File: src/rtl/pktfifo_pkg.sv
// types, codes and control structs shared by the packet fifo modules
package pktfifo_pkg;

    localparam logic [1:0] CMD_BEGIN_ENQ = 2'd0;
    localparam logic [1:0] CMD_WRITE     = 2'd1;
    localparam logic [1:0] CMD_BEGIN_DEQ = 2'd2;
    localparam logic [1:0] CMD_READ      = 2'd3;

    localparam logic [1:0] STS_OK        = 2'd0;
    localparam logic [1:0] STS_FULL      = 2'd1;
    localparam logic [1:0] STS_SEQ       = 2'd2;

    typedef struct packed {
        logic [1:0] cmd;
        logic [7:0] packet_length;
        logic [7:0] data_byte;
    } t_in_item;

    typedef struct packed {
        logic [1:0] status;
        logic [7:0] out_length;
        logic [7:0] out_byte;
        logic       last_byte;
    } t_out_item;

    typedef enum logic [1:0] {
        S_IDLE,
        S_EXEC,
        S_FETCH,
        S_RESULT
    } t_state;

    typedef struct packed {
        logic [1:0] cmd;
        logic       write_open;
        logic       read_open;
        logic       no_room;
        logic       no_packet;
    } t_dp_status;

    typedef struct packed {
        logic       req_load;
        logic       do_enq;
        logic       do_write;
        logic       do_deq;
        logic       do_read;
        logic       res_load;
        logic [1:0] res_status;
        logic       fetch_load;
    } t_ctrl_cmd;

endpackage

File: src/rtl/pktfifo_ctrl.sv
// request sequencer for the packet fifo
module pktfifo_ctrl (
    input  logic                    i_clk,
    input  logic                    i_rst_n,
    input  logic                    i_in_valid,
    output logic                    o_in_stall,
    output logic                    o_out_valid,
    input  logic                    i_out_stall,
    input  pktfifo_pkg::t_dp_status i_status,
    output pktfifo_pkg::t_ctrl_cmd  o_cmd
);
    import pktfifo_pkg::*;

    t_state r_state;
    t_state n_state;
    logic   go_fetch;

    always_comb begin
        case (i_status.cmd)
            CMD_BEGIN_DEQ: go_fetch = !i_status.read_open && !i_status.no_packet;
            CMD_READ:      go_fetch = i_status.read_open;
            default:       go_fetch = 1'b0;
        endcase
    end

    always_ff @(posedge i_clk) begin
        if (!i_rst_n) begin
            r_state <= S_IDLE;
        end else begin
            r_state <= n_state;
        end
    end

    always_comb begin
        n_state = r_state;
        case (r_state)
            S_IDLE: begin
                if (i_in_valid) begin
                    n_state = S_EXEC;
                end
            end
            S_EXEC: begin
                n_state = go_fetch ? S_FETCH : S_RESULT;
            end
            S_FETCH: begin
                n_state = S_RESULT;
            end
            S_RESULT: begin
                if (!i_out_stall) begin
                    n_state = S_IDLE;
                end
            end
            default: begin
                n_state = S_IDLE;
            end
        endcase
    end

    always_comb begin
        o_cmd       = '0;
        o_in_stall  = 1'b1;
        o_out_valid = 1'b0;
        case (r_state)
            S_IDLE: begin
                o_in_stall     = 1'b0;
                o_cmd.req_load = i_in_valid;
            end
            S_EXEC: begin
                o_cmd.res_load = 1'b1;
                case (i_status.cmd)
                    CMD_BEGIN_ENQ: begin
                        if (i_status.write_open) begin
                            o_cmd.res_status = STS_SEQ;
                        end else if (i_status.no_room) begin
                            o_cmd.res_status = STS_FULL;
                        end else begin
                            o_cmd.do_enq = 1'b1;
                        end
                    end
                    CMD_WRITE: begin
                        if (!i_status.write_open) begin
                            o_cmd.res_status = STS_SEQ;
                        end else begin
                            o_cmd.do_write = 1'b1;
                        end
                    end
                    CMD_BEGIN_DEQ: begin
                        if (i_status.read_open) begin
                            o_cmd.res_status = STS_SEQ;
                        end else if (i_status.no_packet) begin
                            o_cmd.res_status = STS_FULL;
                        end else begin
                            o_cmd.do_deq = 1'b1;
                        end
                    end
                    default: begin
                        if (!i_status.read_open) begin
                            o_cmd.res_status = STS_SEQ;
                        end else begin
                            o_cmd.do_read = 1'b1;
                        end
                    end
                endcase
            end
            S_FETCH: begin
                o_cmd.fetch_load = 1'b1;
            end
            S_RESULT: begin
                o_out_valid = 1'b1;
            end
            default: begin
                o_in_stall = 1'b1;
            end
        endcase
    end

endmodule

File: config.mk
export PLATFORM = sky130hd
export DESIGN_NAME = pktfifo_ctrl
export DESIGN_NICKNAME = d
export VERILOG_FILES = /design/src/rtl/pktfifo_pkg.sv /design/src/rtl/pktfifo_ctrl.sv
export SDC_FILE = /design/constraint.sdc
export NUM_CORES = 1
export LEC_CHECK = 0
export ABC_AREA = 1
export BUFFER_PORTS_ARGS = -buffer_cell sky130_fd_sc_hd__buf_2
export CORE_AREA = 10 10 47 49
export CTS_BUF_LIST = sky130_fd_sc_hd__clkbuf_4
export DETAILED_ROUTE_END_ITERATION = 8
export DIE_AREA = 0 0 57 59
export HOLD_SLACK_MARGIN = 0.08
export PLACE_DENSITY_LB_ADDON = 0.08
export SKIP_CTS_REPAIR_TIMING = 1
export SLEW_MARGIN = 20
export SYNTH_ARGS = -nofsm -noshare
export SYNTH_HDL_FRONTEND = slang
export SYNTH_SLANG_ARGS = --single-unit
File: constraint.sdc
create_clock -name i_clk -period 2.1 [get_ports i_clk]
set_input_delay 0.42 -clock i_clk [delete_from_list [all_inputs] [get_ports i_clk]]
set_output_delay 0.42 -clock i_clk [all_outputs]
set_load 0.03 [all_outputs]
### Yosys cells after proc, flatten, opt, wreduce, memory -nomap -nowiden

Index checks and enable logic that the tools add are counted.
W data, S select, Z words.

| word-level totals | value |
|---|---|
| bits in registers | 2 |
| logic and storage cells | 43 |
| output and inout port bits | 11 |
| input bits | 10 |

| cells by class | value |
|---|---|
| equality and inequality tests | 8 |
| reduce and logical (&&, ||, !) cells | 7 |
| multiplexer cells | 27 |

Operators with widths:

| kind | number |
|---|---|
| $mux W1 | 17 |
| $mux W2 | 6 |
| $eq A2 B2 Y1 const B | 4 |
| $pmux W2 S4 | 1 |
| $mux W7 | 1 |
| $pmux W2 S3 | 1 |
| $eq A2 B1 Y1 const B | 2 |
| $logic_not A2 Y1 | 2 |
| $ne A2 B2 Y1 const B | 2 |
| $reduce_or A3 Y1 | 1 |
| $logic_not A1 Y1 | 2 |
| $pmux W1 S2 | 1 |
| $reduce_and A2 Y1 | 1 |
| $logic_and A1 B1 Y1 | 1 |

### Longest topological paths before layout

Gate-level depths: netlist of run 1.

| depth | value |
|---|---|
| depth after elaboration | 5 |
| gate-level depth with buffers | 8 |
| mapped depth without buffers | 8 |

### Worst setup path before layout of run 1

Ideal clock, no wire load.

| timing path | value |
|---|---|
| path type | register to output |
| start | register r_state[1] |
| end | output o_cmd[6] in the netlist's numbering |
| required time | 1.680 ns |
| cell stages (with the launch flop) | 5 |
| buffers on the path | 0 |
| arrival | 1.877 ns |
| slack | -0.197 ns |
| cells stage by stage | dfxtp_1 -> inv_1 -> ha_1 -> inv_1 -> nor4_1 |

RTL lines:

| element | RTL line | source |
|---|---|---|
| start, declared | pktfifo_ctrl.sv:14 | `t_state r_state;` |
| start signal, assigned | pktfifo_ctrl.sv:30 | `r_state <= n_state;` |
| end, declared | pktfifo_ctrl.sv:10 | `output pktfifo_pkg::t_ctrl_cmd o_cmd` |

==> results.py, run 1 <==
metrics = {
    "floorplan": {
        "chipWidth_um": 57,
        "fp.dieArea_mm2": 0.003363,
        "die_h_um": 59,
        "ios": 21,
        "core_area_mm2": 0.001401,
        "core.rowCount": 14,
        "start_util_pct": 20.27,
    },
    "synthesis": {
        "ys_ff_latch": 2,
        "yosysSeqAreaShare_pct": 14.10,
        "yosys-top-cells-count": "8 x inv_1, 7 x nor2_1, 5 x ha_1, 5 x nand2_1, 3 x o21ai_0",
        "synth.most_common_cell": "inv_1",
        "synth_warnings": 0,
        "synth_area_leader_cell": "ha_1",
        "syn-cell-area_um2": 284.0,
        "synthFlopType": "dfxtp_1",
        "avgSynthCellArea_um2": 6.455,
        "yosys.area.top_type_share_pct": 22.03,
        "postSynthCellCount": 44,
        "ys_top_cells_by_area": "ha_1 22%, dfxtp_1 14%, inv_1 11%",
        "synth-edff-count": 0,
        "synth_fp_nets": 59,
        "ys_types": 16,
        "async_flop_share_pct": 0,
    },
    "routing": {
        "dr_total_vias": 332,
        "avgViaCountPerCell": 4.000,
        "dr.pass1.iters": 2,
        "avgRoutedWirePerCell_um": 10.11,
        "drt_iter0_drc": 1,
        "drcViolationCount": 0,
        "drt_wl_total_um": 839,
        "ant_nets": 0,
    },
    "worst_hold_path": {
        "min_from": "i_rst_n",
        "holdPathEnd": "r_state[0]$_SDFFE_PN0P_",
        "min_path_cells": 3,
        "hold_path_class": "primary input to flop",
    },
    "finish": {
        "largestRegisters": "r_state (2)",
        "drive_gt1_share_pct": 49.25,
        "num_antenna_cells": 0,
        "largest_reg_flops": 2,
        "final_util_pct": 31.61,
        "area_growth_pct": 55.95,
        "largest_register": "r_state",
        "final_nets": 84,
    },
    "grt": {
        "grt_max_degree": 7,
        "gr-total-overflow": 0,
        "grt_pass1_wl_um": 1304,
        "grt_pass1_vias": 320,
        "grt_use_total_pct": 4.844,
        "antenna_found_initial": 0,
    },
    "power_and_ir_drop": {
        "powerDensity_mw_per_mm2": 1040,
        "p_comb_share_pct": 66.6,
        "p_switching_uw": 251.0,
        "clockPowerShare_pct": 18.1,
        "p_seq_share_pct": 15.3,
        "power_switching_share_pct": 54.50,
        "p_total_uw": 460.4,
        "p_int_uw": 209.5,
        "peakVddDrop_v": 0.0003070,
        "p_leak_nw": 0.2498,
    },
    "timing": {
        "setup_viol_count_final": 0,
        "maxSlewHeadroom_pct": 82.52,
        "final_max_slew_viol_count": 0,
        "setup_slack_ns": 0.2780,
        "max_freq_ghz": 0.5488,
        "fin_setup_tns_ns": 0,
        "tightest_slew_ns": 0.2595,
        "fin_skew_ns": 0.0005106,
        "fin_crit_sh_pct": 86.76,
        "hold_viol_final": 0,
        "layout_min_cycle_time_ns": 1.822,
        "rsz0062_at_grt": "false",
    },
    "place": {
        "hpwl_um": 755,
        "preCtsSetupSlack_ns": 0.4767,
        "port_buffers": 20,
        "routabilityCongestion": 0.7128,
    },
    "critical_path": {
        "crit_chain": "inv_1 -> ha_1 -> inv_1 -> nor3_2 -> buf_2",
        "cp-end-kind": "output pin",
        "worstPathArrival_ns": 1.40,
        "worstSetupStartpointType": "flop",
        "r2r_start": "r_state[0]$_SDFFE_PN0P_",
        "r2r_slack_ns": 0.72,
        "cp_max_fo": 5,
        "cp.required_ns": 1.68,
        "r2r_cells": 7,
        "cpMostUsedCell": "inv_1",
        "r2r_end": "r_state[0]$_SDFFE_PN0P_",
        "worstSetupPathType": "flop to output pin",
        "slowest_stage": "dfxtp_1",
        "max_stage_delay_ns": 0.32,
    },
    "clock_tree": {
        "cts_tree": "done",
        "clk_pin_slew_ns": 0.03,
        "cts-root-buf": "clkbuf_4",
        "ctsLongestPathBuffers": 2,
        "insertion_delay_ns": 0.22,
        "h-tree-depth": 1,
        "cts_num_sinks": 2,
        "numCtsBuffers": 3,
    },
    "outcome": {
        "status": "completed",
    },
    "job": {
        "max_cap_viol_count": 0,
    },
}
## worst max-delay path by stage
| stage | cells past startpoint | startpoint | slack [ns] | end |
|---|---|---|---|---|
| final | 5 | r_state[1]$_SDFFE_PN0P_ | 0.28 | o_cmd[7] |
| after global routing | 5 | r_state[1]$_SDFFE_PN0P_ | 0.14 | o_cmd[7] |
| after CTS | 5 | r_state[1]$_SDFFE_PN0P_ | 0.24 | o_cmd[7] |
| after detailed placement | 5 | r_state[1]$_SDFFE_PN0P_ | 0.48 | o_cmd[7] |
| after global placement | 5 | r_state[1]$_SDFFE_PN0P_ | 0.47 | o_cmd[7] |
| after floorplan | 4 | r_state[1]$_SDFFE_PN0P_ | 0.12 | o_cmd[6] |
## layout by cell type (no fill, tap or decap)
| master | synthesis | final |
|---|---|---|
| nand2_1 | 5 | 5 |
| nor3_2 | 0 | 1 |
| nor2_4 | 1 | 1 |
| clkbuf_4 | 0 | 3 |
| nor4_2 | 0 | 1 |
| nor2_1 | 7 | 7 |
| a211oi_2 | 0 | 1 |
| inv_1 | 8 | 8 |
| dfxtp_1 | 2 | 2 |
| nand3_1 | 2 | 2 |
| buf_2 | 0 | 20 |
| nand3_2 | 1 | 1 |
| nand2_2 | 1 | 1 |
| a21oi_1 | 2 | 2 |
| inv_2 | 2 | 2 |
| o21ai_0 | 3 | 3 |
| a21oi_2 | 2 | 2 |
| ha_1 | 5 | 5 |
## power groups by stage
stage / Clock (mW) / Combinational, mW / Sequential (mW)
after floorplan: 0 / 0.237 / 0.0669
after global placement: 0 / 0.316 / 0.0715
after detailed placement: 0 / 0.313 / 0.0728
after CTS: 0.0907 / 0.313 / 0.0719
after global routing: 0.0937 / 0.342 / 0.0740
final: 0.0834 / 0.307 / 0.0705
## per-stage QoR
stage	area (um2)	hold WS [ns]	cells
6_report	442.9	0.4324	83
3_3_place_gp	420.4	0.5263	80
4_1_cts	442.9	0.4245	83
3_5_place_dp	420.4	0.5328	80
5_1_grt	442.9	0.4260	83
2_1_floorplan	300.3	0.4911	44
## cells by family (layout without fill, tap and decap cells)
logic type | after synthesis | count (layout) | share of synthesized area (%)
compound gates | 8 | 8 | 17.62
flops | 2 | 2 | 14.10
simple gates | 19 | 19 | 33.04
buf+inv | 10 | 33 | 13.22
fa+ha+maj | 5 | 5 | 22.03
## area by class of cell
type,count,area (um2)
inverters,10,37.54
multi-input cells,32,222.7
well taps,16,20.02
flip-flops and latches,2,40.04
clock buffers,3,22.52
fillers,163,958.4
repair buffers,20,100.1
## per-layer routing
metal | track usage [%] | share of wire (%) | wire length [um]
met5 | 0 | 0 | 0
met4 | 4.027 | 0 | 0
met3 | 1.717 | 8.9 | 75
met2 | 8.217 | 52 | 438
met1 | 4.643 | 39 | 324
## critical path, delay by kind of cell, from the launching register on
kind                     cells  cell delay [ns]
flip-flops                   1             0.32
adder cells (fa/ha/maj)      1             0.22
buffers and inverters        3             0.46
AND/OR/NAND/NOR              1             0.18
Note: power is estimated with default switching activity, not from simulation.
==> run 2: changes to the inputs <==
--- a/config.mk
+++ b/config.mk
@@ -7,10 +7,10 @@
 export LEC_CHECK = 0
 export ABC_AREA = 1
 export BUFFER_PORTS_ARGS = -buffer_cell sky130_fd_sc_hd__buf_2
-export CORE_AREA = 10 10 47 49
+export CORE_AREA = 2 2 39 41
 export CTS_BUF_LIST = sky130_fd_sc_hd__clkbuf_4
 export DETAILED_ROUTE_END_ITERATION = 8
-export DIE_AREA = 0 0 57 59
+export DIE_AREA = 0 0 41 43
 export HOLD_SLACK_MARGIN = 0.08
 export PLACE_DENSITY_LB_ADDON = 0.08
 export SKIP_CTS_REPAIR_TIMING = 1
==> results.py, run 2 (synthesized netlist as in run 1, its figures left out) <==
metrics = {
    "timing": {
        "rsz0062_at_grt": "false",
        "fin_crit_sh_pct": 87.00,
        "max_freq_ghz": 0.5474,
        "layout_min_cycle_time_ns": 1.827,
        "fin_skew_ns": 0.003096,
        "final_max_slew_viol_count": 0,
        "fin_setup_tns_ns": 0,
        "tightest_slew_ns": 0.2371,
        "hold_viol_final": 0,
        "maxSlewHeadroom_pct": 84.02,
        "setup_viol_count_final": 0,
        "whs_ns": 0.4331,
    },
    "floorplan": {
        "core_area_mm2": 0.001384,
        "ios": 21,
        "start_util_pct": 20.52,
        "fp.dieArea_mm2": 0.001763,
        "die_h_um": 43,
        "chipWidth_um": 41,
        "core.rowCount": 14,
    },
    "finish": {
        "largest_reg_flops": 2,
        "final_util_pct": 32.01,
        "largestRegisters": "r_state (2)",
        "final_cell_mix": "20 x buf_2, 8 x inv_1, 7 x nor2_1, 5 x nand2_1, 5 x ha_1",
        "layout_commonest_cell": "buf_2",
        "fin_cells": 83,
        "drive_gt1_share_pct": 49.25,
        "largest_register": "r_state",
        "num_antenna_cells": 0,
        "final_cell_area_um2": 442.9,
        "final_nets": 84,
        "area_growth_pct": 55.95,
    },
    "critical_path": {
        "path_delay_family": "buffers and inverters",
        "worstSetupStartpointType": "flop",
        "cpMostUsedCell": "inv_1",
        "cp.required_ns": 1.68,
        "crit_buf_inv": 3,
        "worstSetupPathType": "flop to output pin",
        "crit_chain": "inv_1 -> ha_1 -> inv_1 -> nor3_2 -> buf_2",
        "max_stage_delay_ns": 0.32,
        "cp_max_fo": 5,
        "slowest_stage": "dfxtp_1",
        "worstPathArrival_ns": 1.41,
        "cp-end-kind": "output pin",
    },
    "routing": {
        "drt_iter0_drc": 8,
        "drt_wl_total_um": 678,
        "dr.pass1.iters": 4,
        "drcViolationCount": 0,
        "dr_total_vias": 341,
        "avgRoutedWirePerCell_um": 8.169,
        "avgViaCountPerCell": 4.108,
        "ant_nets": 0,
    },
    "power_and_ir_drop": {
        "p_leak_nw": 0.2498,
        "peakVddDrop_v": 0.0005508,
        "powerDensity_mw_per_mm2": 1034,
    },
    "job": {
        "max_cap_viol_count": 0,
    },
    "place": {
        "hpwl_um": 581.2,
        "dpl-instance-area_um2": 420.4,
        "routabilityCongestion": 0.6534,
        "placedCellCount": 80,
        "port_buffers": 20,
    },
    "clock_tree": {
        "cts-root-buf": "clkbuf_4",
        "cts_tree": "done",
        "numCtsBuffers": 3,
        "clk_pin_slew_ns": 0.03,
        "insertion_delay_ns": 0.22,
        "cts_num_sinks": 2,
        "ctsLongestPathBuffers": 2,
        "h-tree-depth": 1,
    },
    "worst_hold_path": {
        "hold_path_class": "primary input to flop",
    },
    "grt": {
        "gr-total-overflow": 0,
        "grt_use_total_pct": 9.000,
        "grt_max_degree": 7,
        "grt_pass1_vias": 265,
        "antenna_found_initial": 0,
        "grt_pass1_wl_um": 1048,
    },
    "outcome": {
        "status": "completed",
    },
}
## run 2: report_power, final
group,switching [mW],internal [mW]
clock,0.0206,0.0629
combinational,0.209,0.0944
sequential,0.0172,0.0534
total,0.247,0.211
## run 2: path summary, 6_finish.rpt
kind	start	end	cells past startpoint	slack [ns]
worst max-delay path	r_state[1]$_SDFFE_PN0P_	o_cmd[7]	5	0.27
worst max register to register	r_state[0]$_SDFFE_PN0P_	r_state[0]$_SDFFE_PN0P_	7	0.76
worst min-delay path	i_rst_n	r_state[0]$_SDFFE_PN0P_	3	0.43
worst min register to register	r_state[0]$_SDFFE_PN0P_	r_state[0]$_SDFFE_PN0P_	2	0.52
## run 2: final cells by class
cell class,count,area [um2]
clock buffer,3,22.52
multi-input combinational,32,222.7
fill,164,940.9
sequential,2,40.04
inverter,10,37.54
tap,16,20.02
timing repair buffer,20,100.1
## run 2: worst register-to-register path, stage by stage, from the launching register on
cell,delay (ns)
dfxtp_1,0.39
inv_1,0.10
ha_1,0.23
inv_2,0.06
nor2_1,0.04
a21oi_2,0.16
o21ai_0,0.15
a21oi_2,0.14
## run 2: metrics by stage
| stage | total power [mW] | setup WS (ns) |
|---|---|---|
| after floorplan | 0.3039 | 0.1245 |
| after global placement | 0.3844 | 0.4452 |
| after detailed placement | 0.3777 | 0.4878 |
| after CTS | 0.4705 | 0.2453 |
| after global routing | 0.5023 | 0.1039 |
| final | 0.4579 | 0.2731 |
## run 2: per-layer routing
metal  wire, um  part of all wire (%)  global-route usage (%)  up-vias
met1        296                    44                   11.11      141
met4          0                     0                   8.000        0
met2        321                    47                   11.25       11
met5          0                     0                       0        -
met3         61                   9.0                   3.665        0
li1           -                     -                       -      189
